[config.mk]
export PLATFORM = sky130hd
export DESIGN_NAME = switch_input_port_queue_core
export DESIGN_NICKNAME = d
export VERILOG_FILES = /design/src/design/sipq_pkg.sv /design/src/design/sipq_front.sv /design/src/design/sipq_back.sv /design/src/design/switch_input_port_queue_core.sv
export SDC_FILE = /design/constraint.sdc
export NUM_CORES = 1
export LEC_CHECK = 0
export BUFFER_PORTS_ARGS = -buffer_cell sky130_fd_sc_hd__clkbuf_2
export CORE_MARGIN = 3
export CORE_UTILIZATION = 61
export DETAILED_ROUTE_END_ITERATION = 16
export PLACE_DENSITY = 0.78
export RECOVER_POWER = 50
export SETUP_SLACK_MARGIN = 0.3
export SLEW_MARGIN = 20
export SYNTH_ARGS = -nofsm -noshare
export SYNTH_HDL_FRONTEND = slang
export SYNTH_SLANG_ARGS = --single-unit
[constraint.sdc]
create_clock -name clk -period 18 [get_ports clk]
set_input_delay 1.8 -clock clk [delete_from_list [all_inputs] [get_ports clk]]
set_output_delay 1.8 -clock clk [all_outputs]
set_load 0.01 [all_outputs]
[src/design/sipq_pkg.sv]
// Shared types and codes for the switch input port queue.
`default_nettype none
package sipq_pkg;

  localparam logic [1:0] ACT_ARRIVE = 2'd0;
  localparam logic [1:0] ACT_CTRL   = 2'd1;
  localparam logic [1:0] ACT_TICK   = 2'd2;

  localparam logic [1:0] CTRL_GRANT = 2'd1;

  localparam logic [1:0] SEND_NONE    = 2'd0;
  localparam logic [1:0] SEND_REQUEST = 2'd1;
  localparam logic [1:0] SEND_FWD     = 2'd2;
  localparam logic [1:0] SEND_RELEASE = 2'd3;

  typedef enum logic [1:0] {
    K_ARRIVE,
    K_CTRL,
    K_TICK,
    K_NONE
  } sipq_kind_t;

  typedef struct packed {
    sipq_kind_t  kind;
    logic [2:0]  dest;
    logic [7:0]  src;
    logic [15:0] dur;
    logic        nag;
  } sipq_item_t;

  typedef struct packed {
    logic [2:0]  dest;
    logic [7:0]  src;
    logic [15:0] dur;
    logic [31:0] stamp;
  } sipq_entry_t;

  typedef struct packed {
    logic [1:0]  send_kind;
    logic [2:0]  port;
    logic [7:0]  source;
    logic [4:0]  queue_length;
    logic [31:0] queue_wait;
    logic        not_a_grant;
    logic        error_flag;
    logic        last;
  } sipq_result_t;

  typedef enum logic [1:0] {
    ST_LOAD,
    ST_EXEC,
    ST_SECOND
  } sipq_state_t;

endpackage
`default_nettype wire

[src/design/sipq_front.sv]
// Front part: accepts input words, classifies them and queues them for the back part.
`default_nettype none
module sipq_front #(
  parameter int NUM_PORTS = 8
) (
  input  logic                clk,
  input  logic                rst,
  input  logic                in_valid,
  output logic                in_stall,
  input  logic [1:0]          action,
  input  logic [2:0]          dest_port,
  input  logic [7:0]          src_id,
  input  logic [15:0]         duration_ticks,
  input  logic [1:0]          ctrl_type,
  output logic                item_valid,
  output sipq_pkg::sipq_item_t item,
  input  logic                item_pop
);
  import sipq_pkg::*;

  localparam int MW = ($clog2(NUM_PORTS + 1) > 3) ? $clog2(NUM_PORTS + 1) : 3;
  localparam logic [MW-1:0] NP = MW'(NUM_PORTS);

  sipq_item_t  fq [2];
  logic        wr_ptr;
  logic        rd_ptr;
  logic [1:0]  fill;
  sipq_item_t  cls;
  logic [MW-1:0] dmod;
  logic        push;

  always_comb begin
    dmod = MW'(dest_port);
    for (int i = 0; i < 4; i++) begin
      if (dmod >= NP) begin
        dmod = dmod - NP;
      end
    end
  end

  always_comb begin
    cls.dest = 3'(dmod);
    cls.src  = src_id;
    cls.dur  = duration_ticks;
    cls.nag  = (ctrl_type != CTRL_GRANT);
    case (action)
      ACT_ARRIVE: cls.kind = K_ARRIVE;
      ACT_CTRL:   cls.kind = K_CTRL;
      ACT_TICK:   cls.kind = K_TICK;
      default:    cls.kind = K_NONE;
    endcase
  end

  assign in_stall   = (fill == 2'd2);
  assign push       = in_valid && !in_stall;
  assign item_valid = (fill != 2'd0);
  assign item       = fq[rd_ptr];

  always_ff @(posedge clk) begin
    if (rst) begin
      wr_ptr <= 1'b0;
      rd_ptr <= 1'b0;
      fill   <= 2'd0;
    end else begin
      if (push) begin
        wr_ptr <= !wr_ptr;
      end
      if (item_pop) begin
        rd_ptr <= !rd_ptr;
      end
      if (push && !item_pop) begin
        fill <= fill + 2'd1;
      end else if (!push && item_pop) begin
        fill <= fill - 2'd1;
      end
    end
  end

  always_ff @(posedge clk) begin
    if (push) begin
      fq[wr_ptr] <= cls;
    end
  end

endmodule
`default_nettype wire

[src/design/sipq_back.sv]
// Back part: packet memory, request/grant/release state and the output register.
`default_nettype none
module sipq_back #(
  parameter int QUEUE_DEPTH = 16
) (
  input  logic                  clk,
  input  logic                  rst,
  input  logic                  item_valid,
  input  sipq_pkg::sipq_item_t  item,
  output logic                  item_pop,
  output logic                  out_valid,
  input  logic                  out_stall,
  output sipq_pkg::sipq_result_t out_res
);
  import sipq_pkg::*;

  localparam int IW = ($clog2(QUEUE_DEPTH) > 0) ? $clog2(QUEUE_DEPTH) : 1;
  localparam int CW = $clog2(QUEUE_DEPTH + 1);
  localparam logic [IW-1:0] LAST_IDX = IW'(QUEUE_DEPTH - 1);
  localparam logic [CW-1:0] FULL_CNT = CW'(QUEUE_DEPTH);

  sipq_entry_t  mem [QUEUE_DEPTH];
  sipq_entry_t  rd_q;
  sipq_entry_t  wr_entry;
  logic         mem_we;

  sipq_state_t  state, state_next;
  sipq_item_t   cur;
  logic [IW-1:0] head, head_next;
  logic [IW-1:0] tail, tail_next;
  logic [CW-1:0] count, count_next;
  logic         req_active, req_active_next;
  logic         rel_pending, rel_pending_next;
  logic [2:0]   rel_port, rel_port_next;
  logic [15:0]  rel_cd, rel_cd_next;
  logic [31:0]  tick, tick_next;

  sipq_result_t res1, res2, sec_res;
  logic         two;
  logic         out_free;
  logic         exec_fire;
  logic         second_fire;

  assign out_free = !out_valid || !out_stall;

  always_comb begin
    state_next = state;
    case (state)
      ST_LOAD:   if (item_valid) state_next = ST_EXEC;
      ST_EXEC:   if (out_free) state_next = two ? ST_SECOND : ST_LOAD;
      ST_SECOND: if (out_free) state_next = ST_LOAD;
      default:   state_next = ST_LOAD;
    endcase
  end

  always_comb begin
    item_pop    = 1'b0;
    exec_fire   = 1'b0;
    second_fire = 1'b0;
    case (state)
      ST_LOAD:   item_pop = item_valid;
      ST_EXEC:   exec_fire = out_free;
      ST_SECOND: second_fire = out_free;
      default:   item_pop = 1'b0;
    endcase
  end

  always_comb begin
    head_next        = head;
    tail_next        = tail;
    count_next       = count;
    req_active_next  = req_active;
    rel_pending_next = rel_pending;
    rel_port_next    = rel_port;
    rel_cd_next      = rel_cd;
    tick_next        = tick;
    mem_we           = 1'b0;
    wr_entry.dest    = cur.dest;
    wr_entry.src     = cur.src;
    wr_entry.dur     = cur.dur;
    wr_entry.stamp   = tick;
    two              = 1'b0;
    res1             = '0;
    res2             = '0;
    res1.last        = 1'b1;
    res2.last        = 1'b1;
    case (cur.kind)
      K_ARRIVE: begin
        if (count == FULL_CNT) begin
          res1.error_flag = 1'b1;
        end else begin
          mem_we     = 1'b1;
          tail_next  = (tail == LAST_IDX) ? '0 : tail + IW'(1);
          count_next = count + CW'(1);
          if (!req_active) begin
            req_active_next = 1'b1;
            res1.send_kind  = SEND_REQUEST;
            res1.port       = cur.dest;
            res1.source     = cur.src;
          end
        end
      end
      K_CTRL: begin
        res1.not_a_grant = cur.nag;
        if (count == '0) begin
          res1.error_flag = 1'b1;
        end else begin
          head_next        = (head == LAST_IDX) ? '0 : head + IW'(1);
          count_next       = count - CW'(1);
          rel_pending_next = 1'b1;
          rel_port_next    = rd_q.dest;
          rel_cd_next      = rd_q.dur;
          res1.send_kind   = SEND_FWD;
          res1.port        = rd_q.dest;
          res1.source      = rd_q.src;
          res1.queue_wait  = tick - rd_q.stamp;
        end
      end
      K_TICK: begin
        tick_next = tick + 32'd1;
        if (rel_pending) begin
          if (rel_cd > 16'd1) begin
            rel_cd_next = rel_cd - 16'd1;
          end else begin
            rel_pending_next = 1'b0;
            rel_cd_next      = '0;
            res1.send_kind   = SEND_RELEASE;
            res1.port        = rel_port;
            if (count == '0) begin
              req_active_next = 1'b0;
            end else begin
              req_active_next = 1'b1;
              two             = 1'b1;
              res1.last       = 1'b0;
              res2.send_kind  = SEND_REQUEST;
              res2.port       = rd_q.dest;
              res2.source     = rd_q.src;
            end
          end
        end
      end
      default: res1.last = 1'b1;
    endcase
    res1.queue_length = 5'(count_next);
    res2.queue_length = 5'(count_next);
  end

  always_ff @(posedge clk) begin
    if (rst) begin
      state       <= ST_LOAD;
      head        <= '0;
      tail        <= '0;
      count       <= '0;
      req_active  <= 1'b0;
      rel_pending <= 1'b0;
      rel_port    <= '0;
      rel_cd      <= '0;
      tick        <= '0;
      out_valid   <= 1'b0;
    end else begin
      state <= state_next;
      if (exec_fire) begin
        head        <= head_next;
        tail        <= tail_next;
        count       <= count_next;
        req_active  <= req_active_next;
        rel_pending <= rel_pending_next;
        rel_port    <= rel_port_next;
        rel_cd      <= rel_cd_next;
        tick        <= tick_next;
      end
      if (exec_fire || second_fire) begin
        out_valid <= 1'b1;
      end else if (!out_stall) begin
        out_valid <= 1'b0;
      end
    end
  end

  always_ff @(posedge clk) begin
    if (item_pop) begin
      cur <= item;
    end
    if (exec_fire) begin
      out_res <= res1;
      sec_res <= res2;
    end else if (second_fire) begin
      out_res <= sec_res;
    end
  end

  always_ff @(posedge clk) begin
    if (exec_fire && mem_we) begin
      mem[tail] <= wr_entry;
    end
    rd_q <= mem[head];
  end

endmodule
`default_nettype wire

[src/design/switch_input_port_queue_core.sv]
// Top level of the switch input port queue: front classifier and back executor.
//
//   channel | direction | handshake          | word
//   in      | input     | in_valid / in_stall   | action, dest_port, src_id, duration_ticks, ctrl_type
//   out     | output    | out_valid / out_stall | send_kind, port, source, queue_length,
//           |           |                       | queue_wait, not_a_grant, error_flag, last
//
// In the back part an item is first taken from the two-entry front queue in the load state,
// while the packet memory reads the head entry, and then executed in the execute state.
// A tick that sends a release and a new request gives its second word from a further state.
// Synchronous reset clears all control state; the packet memory is not cleared.
// An output stall holds execution; the front queue keeps accepting until it is full.
`default_nettype none
module switch_input_port_queue_core #(
  parameter int QUEUE_DEPTH = 16,
  parameter int NUM_PORTS   = 8
) (
  input  logic        clk,
  input  logic        rst,
  input  logic        in_valid,
  output logic        in_stall,
  input  logic [1:0]  action,
  input  logic [2:0]  dest_port,
  input  logic [7:0]  src_id,
  input  logic [15:0] duration_ticks,
  input  logic [1:0]  ctrl_type,
  output logic        out_valid,
  input  logic        out_stall,
  output logic [1:0]  send_kind,
  output logic [2:0]  port,
  output logic [7:0]  source,
  output logic [4:0]  queue_length,
  output logic [31:0] queue_wait,
  output logic        not_a_grant,
  output logic        error_flag,
  output logic        last
);
  import sipq_pkg::*;

  logic         item_valid;
  logic         item_pop;
  sipq_item_t   item;
  sipq_result_t res;

  sipq_front #(
    .NUM_PORTS(NUM_PORTS)
  ) u_front (
    .clk            (clk),
    .rst            (rst),
    .in_valid       (in_valid),
    .in_stall       (in_stall),
    .action         (action),
    .dest_port      (dest_port),
    .src_id         (src_id),
    .duration_ticks (duration_ticks),
    .ctrl_type      (ctrl_type),
    .item_valid     (item_valid),
    .item           (item),
    .item_pop       (item_pop)
  );

  sipq_back #(
    .QUEUE_DEPTH(QUEUE_DEPTH)
  ) u_back (
    .clk        (clk),
    .rst        (rst),
    .item_valid (item_valid),
    .item       (item),
    .item_pop   (item_pop),
    .out_valid  (out_valid),
    .out_stall  (out_stall),
    .out_res    (res)
  );

  assign send_kind    = res.send_kind;
  assign port         = res.port;
  assign source       = res.source;
  assign queue_length = res.queue_length;
  assign queue_wait   = res.queue_wait;
  assign not_a_grant  = res.not_a_grant;
  assign error_flag   = res.error_flag;
  assign last         = res.last;

endmodule
`default_nettype wire

; ---- Yosys cells after proc, flatten, opt, wreduce, memory -nomap -nowiden
; Memory sizes are Yosys's and may differ from the RTL's. A register that Yosys moved wholly into a read port is not among the register bits.
; Index checks and enable logic that the tools add are counted.
[word_totals]
in_bits = 35
word_cells = 149
n_memories = 2
latchBits = 0
mem_bits_rw = 1004
regBits = 144
romBits = 0
out_inout_bits = 55
[mem_list]
columns = memory, depth, width, rd, rd_ports_with_merged_regs, wr, line_no
row1 = u_back.mem, 16, 59, 1, 1, 1, sipq_back.sv:22  ; sipq_entry_t mem [QUEUE_DEPTH];
row2 = u_front.fq, 2, 30, 1, 1, 1, sipq_front.sv:24  ; sipq_item_t fq [2];
[op_classes]
n_shift = 0
reduce_logical = 31
n_mux = 58
magnitude_cmp = 1
n_div = 0
n_eq_ne = 19
n_bitwise = 4
multipliers = 0
n_addsub = 9
[op_table]
columns = op, n
row1 = 53-bit 2-to-1 mux, 2
row2 = 16-bit 2-to-1 mux, 3
row3 = 12-bit 2-to-1 mux, 3
row4 = 33-bit 2-to-1 mux, 1
row5 = "32-bit by 1-bit adder with 32-bit output, second input constant", 1
row6 = 32-bit 2-to-1 mux, 1
row7 = 16-bit one-hot mux with 2 select lines, 1
row8 = 32-bit subtractor, 1
row9 = 1-bit 2-to-1 mux, 26
row10 = 5-bit 2-to-1 mux, 4
row11 = "16-bit by 1-bit > comparator with 1-bit output, second input constant", 1
row12 = 8-bit one-hot mux with 2 select lines, 1
row13 = "16-bit by 1-bit subtractor with 16-bit output, second input constant", 1
row14 = 5-bit one-hot mux with 3 select lines, 1
row15 = 13-bit 2-to-1 mux, 1
row16 = 2-bit 2-to-1 mux, 6
row17 = "2-bit by 1-bit inequality test with 1-bit output, second input constant", 6
row18 = 2-bit one-hot mux with 3 select lines, 2
row19 = 3-bit AND reduction, 4
row20 = 5-bit one-hot mux with 2 select lines, 1
row21 = 2-bit nonzero test, 5
row22 = "4-bit by 1-bit adder with 4-bit output, second input constant", 2
row23 = "2-bit == test, second input constant", 4
row24 = "4-bit == test, second input constant", 2
row25 = 20 further kinds, 42

; ---- Logic depth before layout (Yosys ltp)
; Gate-level depths: netlist of the first run.
[logic_depth]
word_depth = 8
mapped_depth = 12
ltp_nobuf = 10

; ---- By module
; From an unflattened synthesis of the first run, not the netlist that was laid out.
[unflattened]
cells_unflattened = 2448
area_unflattened_um2 = 47795.8
[by_module_without_submodules]
columns = mod, cells_per_inst, n_inst, seq_area_each_um2, area_per_inst_um2
row1 = sipq_back, 2327, 1, 33912.5, 45408.6
row2 = sipq_front, 121, 1, 1901.8, 2387.3

; ---- Least setup slack after synthesis of the first run
; OpenSTA, ideal clock, no wires.
[synth_timing]
path_type = input to register
startpoint = in out_stall
endpoint = mem u_back.mem[3][0] (netlist bit) (enable)
slack_ps = 10733
setup_time_ps = 548
arrival_time_ps = 6719
n_path_buf = 1
path_stages = 6
t_required_ps = 17452
path_cell_list = nand2_1 > nand2_1 > clkbuf_1 > nor2_1 > nand2_1 > nor3_1
[synth_via]
elab_chain_len = 6
[synth_rtl]
columns = item, line_no
row1 = from (decl), switch_input_port_queue_core.sv:28  ; input logic out_stall,
row2 = 1-bit zero test, sipq_back.sv:44  ; assign out_free = !out_valid || !out_stall;
row3 = 1-bit logical OR, sipq_back.sv:44
row4 = 1-bit 2-to-1 mux, sipq_back.sv:60  ; case (state)
row5 = 1-bit logical AND, sipq_back.sv:193  ; if (exec_fire && mem_we) begin
row6 = 1-bit 2-to-1 mux, sipq_back.sv:193
row7 = 1-bit 2-to-1 mux (not written as such), sipq_back.sv:194  ; mem[tail] <= wr_entry;
row8 = to (decl), sipq_back.sv:22
; No other way between the ends.

; ---- Worst setup path after layout of the first run
[layout_timing]
startpoint = in out_stall
endpoint = reg u_back.rel_cd[3]
[layout_via]
elab_chain_len = 4
[layout_rtl]
columns = item, line_no
row1 = 1-bit zero test, sipq_back.sv:44
row2 = 1-bit logical OR, sipq_back.sv:44
row3 = 1-bit 2-to-1 mux, sipq_back.sv:60
row4 = 4-bit AND reduction (no line), -
row5 = to (signal assigned), sipq_back.sv:169  ; rel_cd <= rel_cd_next;
row6 = to (decl), sipq_back.sv:35  ; logic [15:0] rel_cd, rel_cd_next;
; No other way between the ends.
; A chain may end at the register's enable or synchronous reset.

==> results of run 1 <==
==> through the flow <==
step | hold slack [ns] | cell area, um^2 | utilization, % | total power, mW
after floorplan | 0.437 | 48100 | - | 4.08
after global placement | 0.447 | 49800 | 64.0 | 4.32
after detailed placement | 0.450 | 49800 | 64.0 | 4.36
after CTS | 0.458 | 53600 | 68.8 | 6.72
after global routing | 0.500 | 53600 | 68.8 | 6.92
final | 0.463 | 53600 | 68.8 | 6.69
==> flip-flops by register name (all words and copies together), names as in the netlist, 2 cells and up <==
signal / count
u_back.mem: 944
u_front.fq: 60
u_back.rd_q: 59
u_back.out_res: 53
u_back.tick: 32
u_back.cur: 30
u_back.sec_res: 17
u_back.rel_cd: 16
u_back.count: 5
u_back.head: 4
u_back.tail: 4
u_back.rel_port: 3
u_back.state: 2
u_front.fill: 2
==> where the power goes <==
part | switching, mW | internal [mW] | total (mW)
combinational | 0.424 | 0.249 | 0.673
clock | 1.03 | 1.35 | 2.39
sequential | 0.204 | 3.43 | 3.63
==> worst max-delay path, stage by stage <==
cell,delay (ns)
clkbuf_1,0.14
nand2_1,0.17
nand2_1,0.07
clkbuf_1,0.63
clkinv_1,0.15
clkbuf_1,1.62
o21a_1,0.28
and3_2,0.56
o21ai_0,0.18
a22oi_1,0.17
nor2_1,0.06
==> per-layer routing <==
| layer | global-route usage [%] | part of all wire, % | up-vias |
|---|---|---|---|
| met3 | 4.44 | 8.1 | 232 |
| li1 | - | - | 10300 |
| met1 | 36.6 | 37 | 12800 |
| met5 | 0 | 0.049 | - |
| met2 | 45.2 | 52 | 1257 |
| met4 | 8.07 | 2.9 | 8 |
==> final cells by class <==
class / instances / area (um^2)
Clock buffer: 151 / 3160
Clock inverter: 69 / 584
Fill cell: 4719 / 24300
Inverter: 57 / 214
Multi-Input combinational cell: 1069 / 11700
Sequential cell: 1236 / 35800
Tap cell: 1040 / 1300
Timing Repair Buffer: 136 / 786
==> Yosys cell counts, types with 6 or more instances <==
master	count	area [um^2]
a211oi_1	13	97.6
inv_1	56	210
mux4_2	295	6640
nand2_1	94	353
ha_1	46	576
xnor2_1	25	219
nand3_1	29	145
o21ai_0	36	180
o21ai_1	13	65.1
buf_1	9	33.8
clkbuf_1	80	300
and2_1	16	100
a21oi_1	66	330
edfxtp_1	1104	33200
a31oi_1	7	43.8
o31ai_1	6	45.0
dfxtp_1	132	2640
nor4_1	6	37.5
a21o_1	24	180
a221oi_1	8	70.1
nor2_1	156	586
or3_1	17	106
xor2_1	33	289
nand4_1	10	62.6
buf_2	30	150
nand2b_1	11	68.8
nor3_1	22	110
and3_1	10	62.6
a22oi_1	10	75.1
mux2_2	30	338
==> path summary, 6_finish.rpt <==
path | startpoint | to | slack [ns]
max reg2reg | u_back.state[1] | u_back.rel_cd[3] | 13.35
min reg2reg | u_back.rel_port[1] | u_back.rel_port[1] | 0.46
max | out_stall | u_back.rel_cd[3] | 12.52
min | u_back.rel_port[1] | u_back.rel_port[1] | 0.46
==> cells by family after synthesis <==
group           synth area share [%]
compound gates                  3.10
xor+xnor                        1.06
fa+ha+maj                       1.24
buf+inv                         1.52
flops                           74.4
mux                             14.6
simple gates                    4.08
==> impl_metrics.tcl, run 1 <==
set metrics [dict create \
    finalNonFillerCells 3758 \
    wl_per_cell_um 28.4 \
    first_iter_violations 3000 \
    dr_total_vias 24600 \
    fp-row-count 102 \
    hold_depth 2 \
    layout.nets 2697 \
    status "finished with violations" \
    hpwl_um 61100 \
    gp_congestion 0.865 \
    grt_pass1_wl_um 162000 \
    setup_viol 0 \
    antennaDiodeCount 0 \
    fmax_mhz 183 \
    grt_max_degree 71 \
    layout_commonest_cell "edfxtp_1" \
    irDropWorstVdd_uv 105 \
    rsz0062_at_grt "no" \
    port_buffers 89 \
    antenna_found_initial 5 \
    clock_path_buffers 3 \
    drc 0 \
    hold_class "flop to flop" \
    drt-pass1-iter-count 6 \
    cts_resized 0 \
    tns_ns 0 \
    initial_utilization_pct 61.8 \
    most-common-layout-cells "1,104 x edfxtp_1, 295 x mux4_2, 143 x nor2_1" \
    ys.flop_type "edfxtp_1" \
    synthCells 2483 \
    cts_setup_buffers 0 \
    synth-edff-count 1104 \
    clkLatencyLatePin_ns 0.68 \
    timing.final.crit_share_pct 30.4 \
    ant_nets 0 \
    cts_hold_buf 0 \
    maxSlewViolCount 282 \
    rr_worst_depth 10 \
    ioPinCount 90 \
    die_x_um 287 \
    synth_area_per_cell_um2 19.4 \
    cts_root_buf "clkbuf_16" \
    synth_cell_types 75 \
    cts_sinks 1236 \
    yosysSeqAreaShare_pct 74.4 \
    cts_tree "yes" \
    start_kind "input port" \
    worst_pin_slew_ns 3.48 \
    synthesis.area_um2 48100 \
    p_leak_nw 17.7 \
    yosysWarningCount 0 \
    clk_pin_slew_worst_paths_ns 0.06 \
    syn_to_final_growth_pct 11.3 \
    coreArea_um2 77800 \
    worstPathRequired_ns 18.41 \
    pre_cts_ws_ns 12.78 \
    ys_ff_latch 1236 \
    cap_violations 7 \
    grt_pass1_vias 25200 \
    grt_usage_pct 26.8 \
    endpoint_kind "flop" \
    violations "max-capacitance violations, max-slew violations" \
    die_y_um 287 \
    die_area_um2 82300 \
    fin_ws_ns 12.52 \
    cts_buffers 115 \
    async_flop_share_pct 0 \
    wirelength_um 107000 \
    p_per_area_nw_per_um2 125 \
    fin_worst_skew_ns 0.0257 \
    dp.cells 3534 \
    crit_fanout 42 \
    htreeDepth 3 \
    relSlewSlack_pct -132 \
    viasPerCell 6.54 \
    hold_viol 0 \
    globalRoute.totalOverflow 0 \
    worst-endpoint-arrival_ns 5.89 \
    path_class "input port to flop" \
    fin_crit_ns 5.48 \
    drive_gt1_share_pct 23.7 \
    syn_nets 2565 \
]
(Power assumes the default switching activity.)
==> run 2, diff against run 1 <==
--- a/config.mk
+++ b/config.mk
@@ -5,11 +5,12 @@
 export SDC_FILE = /design/constraint.sdc
 export NUM_CORES = 1
 export LEC_CHECK = 0
+export ABC_AREA = 1
 export BUFFER_PORTS_ARGS = -buffer_cell sky130_fd_sc_hd__clkbuf_2
 export CORE_MARGIN = 3
-export CORE_UTILIZATION = 61
+export CORE_UTILIZATION = 57
 export DETAILED_ROUTE_END_ITERATION = 16
-export PLACE_DENSITY = 0.78
+export PLACE_DENSITY = 0.76
 export RECOVER_POWER = 50
 export SETUP_SLACK_MARGIN = 0.3
 export SLEW_MARGIN = 20
==> constraint.sdc (replaced) <==
create_clock -name clk -period 5 [get_ports clk]
set_input_delay 0.5 -clock clk [delete_from_list [all_inputs] [get_ports clk]]
set_output_delay 0.5 -clock clk [all_outputs]
set_load 0.01 [all_outputs]
==> impl_metrics.tcl, run 2 <==
set metrics [dict create \
    async_flop_share_pct 0 \
    irDropWorstVdd_uv 408 \
    die_area_um2 92300 \
    fp-row-count 108 \
    htreeDepth 3 \
    status "finished with violations" \
    gp_congestion 0.911 \
    synth_common_cells "1,104 x edfxtp_1, 895 x nor2_1, 734 x nand2_1" \
    synth_top_area_share_pct 65.6 \
    total_power_mw 24.6 \
    p_per_area_nw_per_um2 436 \
    regMostFlops "u_back.mem" \
    globalRoute.totalOverflow 0 \
    die_y_um 304 \
    pre_cts_ws_ns 1.69 \
    fmax_mhz 261 \
    crit_fanout 36 \
    worst-endpoint-arrival_ns 4.20 \
    most-common-layout-cells "1,104 x edfxtp_1, 877 x nor2_1, 734 x nand2_1" \
    clkLatencyLatePin_ns 0.71 \
    viasPerCell 5.91 \
    layout.nets 4568 \
    clk_pin_slew_worst_paths_ns 0.07 \
    first_iter_violations 4215 \
    finalNonFillerCells 5741 \
    utilization_pct 64.5 \
    dr_total_vias 33900 \
    start_kind "flop" \
    tns_ns 0 \
    synth_area_per_cell_um2 11.5 \
    cts_resized 0 \
    ioPinCount 90 \
    initial_utilization_pct 57.9 \
    synth-edff-count 1104 \
    cpLargestDelayFamily "simple AND/OR/NAND/NOR gates" \
    grt_pass1_vias 32700 \
    largest_register_ffs 944 \
    drt-pass1-iter-count 6 \
    hpwl_um 68500 \
    worst_pin_slew_ns 2.14 \
    hold_viol 0 \
    syn_nets 4494 \
    worstPathRequired_ns 5.36 \
    cts_buffers 117 \
    cap_violations 7 \
    slowest_stage "nor2_4" \
    antenna_found_initial 0 \
    timing.final.crit_share_pct 76.8 \
    crit_buf_inv 3 \
    port_buffers 89 \
    setup_viol 0 \
    ys_ff_latch 1236 \
    synth_cell_types 40 \
    worstPathCellList "inv_2 > nor2_1 > nand2_1 > clkbuf_1 > nor2_4 > nand2_1 > nor2_4 > buf_12" \
    die_x_um 304 \
    fin_worst_skew_ns 0.0255 \
    maxSlewViolCount 236 \
    cts_root_buf "clkbuf_16" \
    p_leak_nw 19.4 \
    drive_gt1_share_pct 6.35 \
    relSlewSlack_pct -42.6 \
    violations "max-capacitance violations, max-slew violations" \
    rsz0062_at_grt "no" \
    ys.flop_type "edfxtp_1" \
    syn_to_final_growth_pct 11.4 \
    synth.area.top_cells "edfxtp_1 66%, nor2_1 6.6%, nand2_1 5.5%" \
    yosysSeqAreaShare_pct 70.8 \
    cts_tree "yes" \
    fillers 6374 \
    antennaDiodeCount 0 \
    grt_usage_pct 26.1 \
    layout_commonest_cell "edfxtp_1" \
    yosysMostFrequentCell "edfxtp_1" \
    endpoint_kind "flop" \
    yosysWarningCount 0 \
    cts_sinks 1236 \
    drc 0 \
    wirelength_um 123000 \
    dp.cells 5492 \
    hold_class "input port to flop" \
    coreArea_um2 87300 \
    yosysTopAreaCell "edfxtp_1" \
    path_class "flop to flop" \
    clock_path_buffers 3 \
    wl_per_cell_um 21.4 \
    critPathMaxStageDelay_ns 0.87 \
    grt_pass1_wl_um 188000 \
    ant_nets 0 \
    grt_max_degree 204 \
    cts_setup_buffers 0 \
    fin_ws_ns 1.16 \
    fin_crit_ns 3.84 \
    synthesis.area_um2 50500 \
    reg.largest.list "u_back.mem: 944 flops, u_front.fq: 60 flops, u_back.rd_q: 59 flops" \
    synthCells 4412 \
]
[run 2: cell types whose count changed after synthesis, sizes merged, moves of 122 or more]
cell   change
mux4     -295
o21ai    +379
inv      +187
nor2     +749
nand2    +645
nand3    +122
[run 2: timing repair]
action                                  4_1_cts  5_1_grt
endpoints found under the hold margin        58        0
hold buffers                                 29        0
endpoints found under the setup margin        0        0
[run 2: final cells by class]
| cell class | count | area (um^2) | share of cell area (%) |
|---|---|---|---|
| sequential | 1236 | 35800 | 63.6 |
| multi-input combinational | 2709 | 13000 | 23.0 |
| timing repair buffer | 178 | 1260 | 2.24 |
| clock buffer | 150 | 3130 | 5.56 |
| clock inverter | 69 | 806 | 1.43 |
| inverter | 244 | 925 | 1.64 |
| tap | 1155 | 1450 | 2.57 |
[run 2: logic make-up (layout without fill, tap and decap cells)]
group | count (synthesis) | count (layout) | share of synthesized area [%]
flip-flops | 1236 | 1236 | 70.8
buffers and inverters | 467 | 641 | 3.83
XOR/XNOR | 16 | 16 | 0.277
AND/OR/NAND/NOR | 1854 | 1854 | 14.5
AO/OA/AOI/OAI | 792 | 792 | 9.35
adder cells (fa/ha/maj) | 47 | 47 | 1.18
[run 2: path summary, 6_finish.rpt]
| path | startpoint | to | slack (ns) | cells after the start |
|---|---|---|---|---|
| setup / recovery | u_back.state[0] | u_back.mem[6][8] | 1.16 | 8 |
| hold / removal | ctrl_type[0] | u_front.fq[0][0] | 0.12 | 2 |
| setup reg to reg | u_back.state[0] | u_back.mem[6][8] | 1.16 | 8 |
| hold reg to reg | u_back.rd_q[56] | u_back.rel_port[0] | 0.49 | 2 |
[run 2: routing by layer]
layer / track usage (%) / vias to the layer above / part of all wire [%]
li1: - / 15600 / -
met1: 36.2 / 16500 / 40
met2: 42.5 / 1615 / 48
met3: 4.43 / 242 / 9.1
met4: 8.20 / 0 / 2.7
met5: 0 / - / 0
[run 2: stage by stage]
step	cell area [um^2]	hold WS (ns)
2_1_floorplan	50500	0.445
3_3_place_gp	52200	0.476
3_5_place_dp	52200	0.482
4_1_cts	56500	0.0774
5_1_grt	56300	0.107
6_report	56300	0.122
[run 2: power breakdown]
group	leakage [nW]	total [mW]	switching, mW	internal [mW]
clock	1.90	8.98	3.85	5.13
combinational	6.67	2.42	1.75	0.663
sequential	10.8	13.2	0.740	12.4
total	19.4	24.6	6.34	18.2
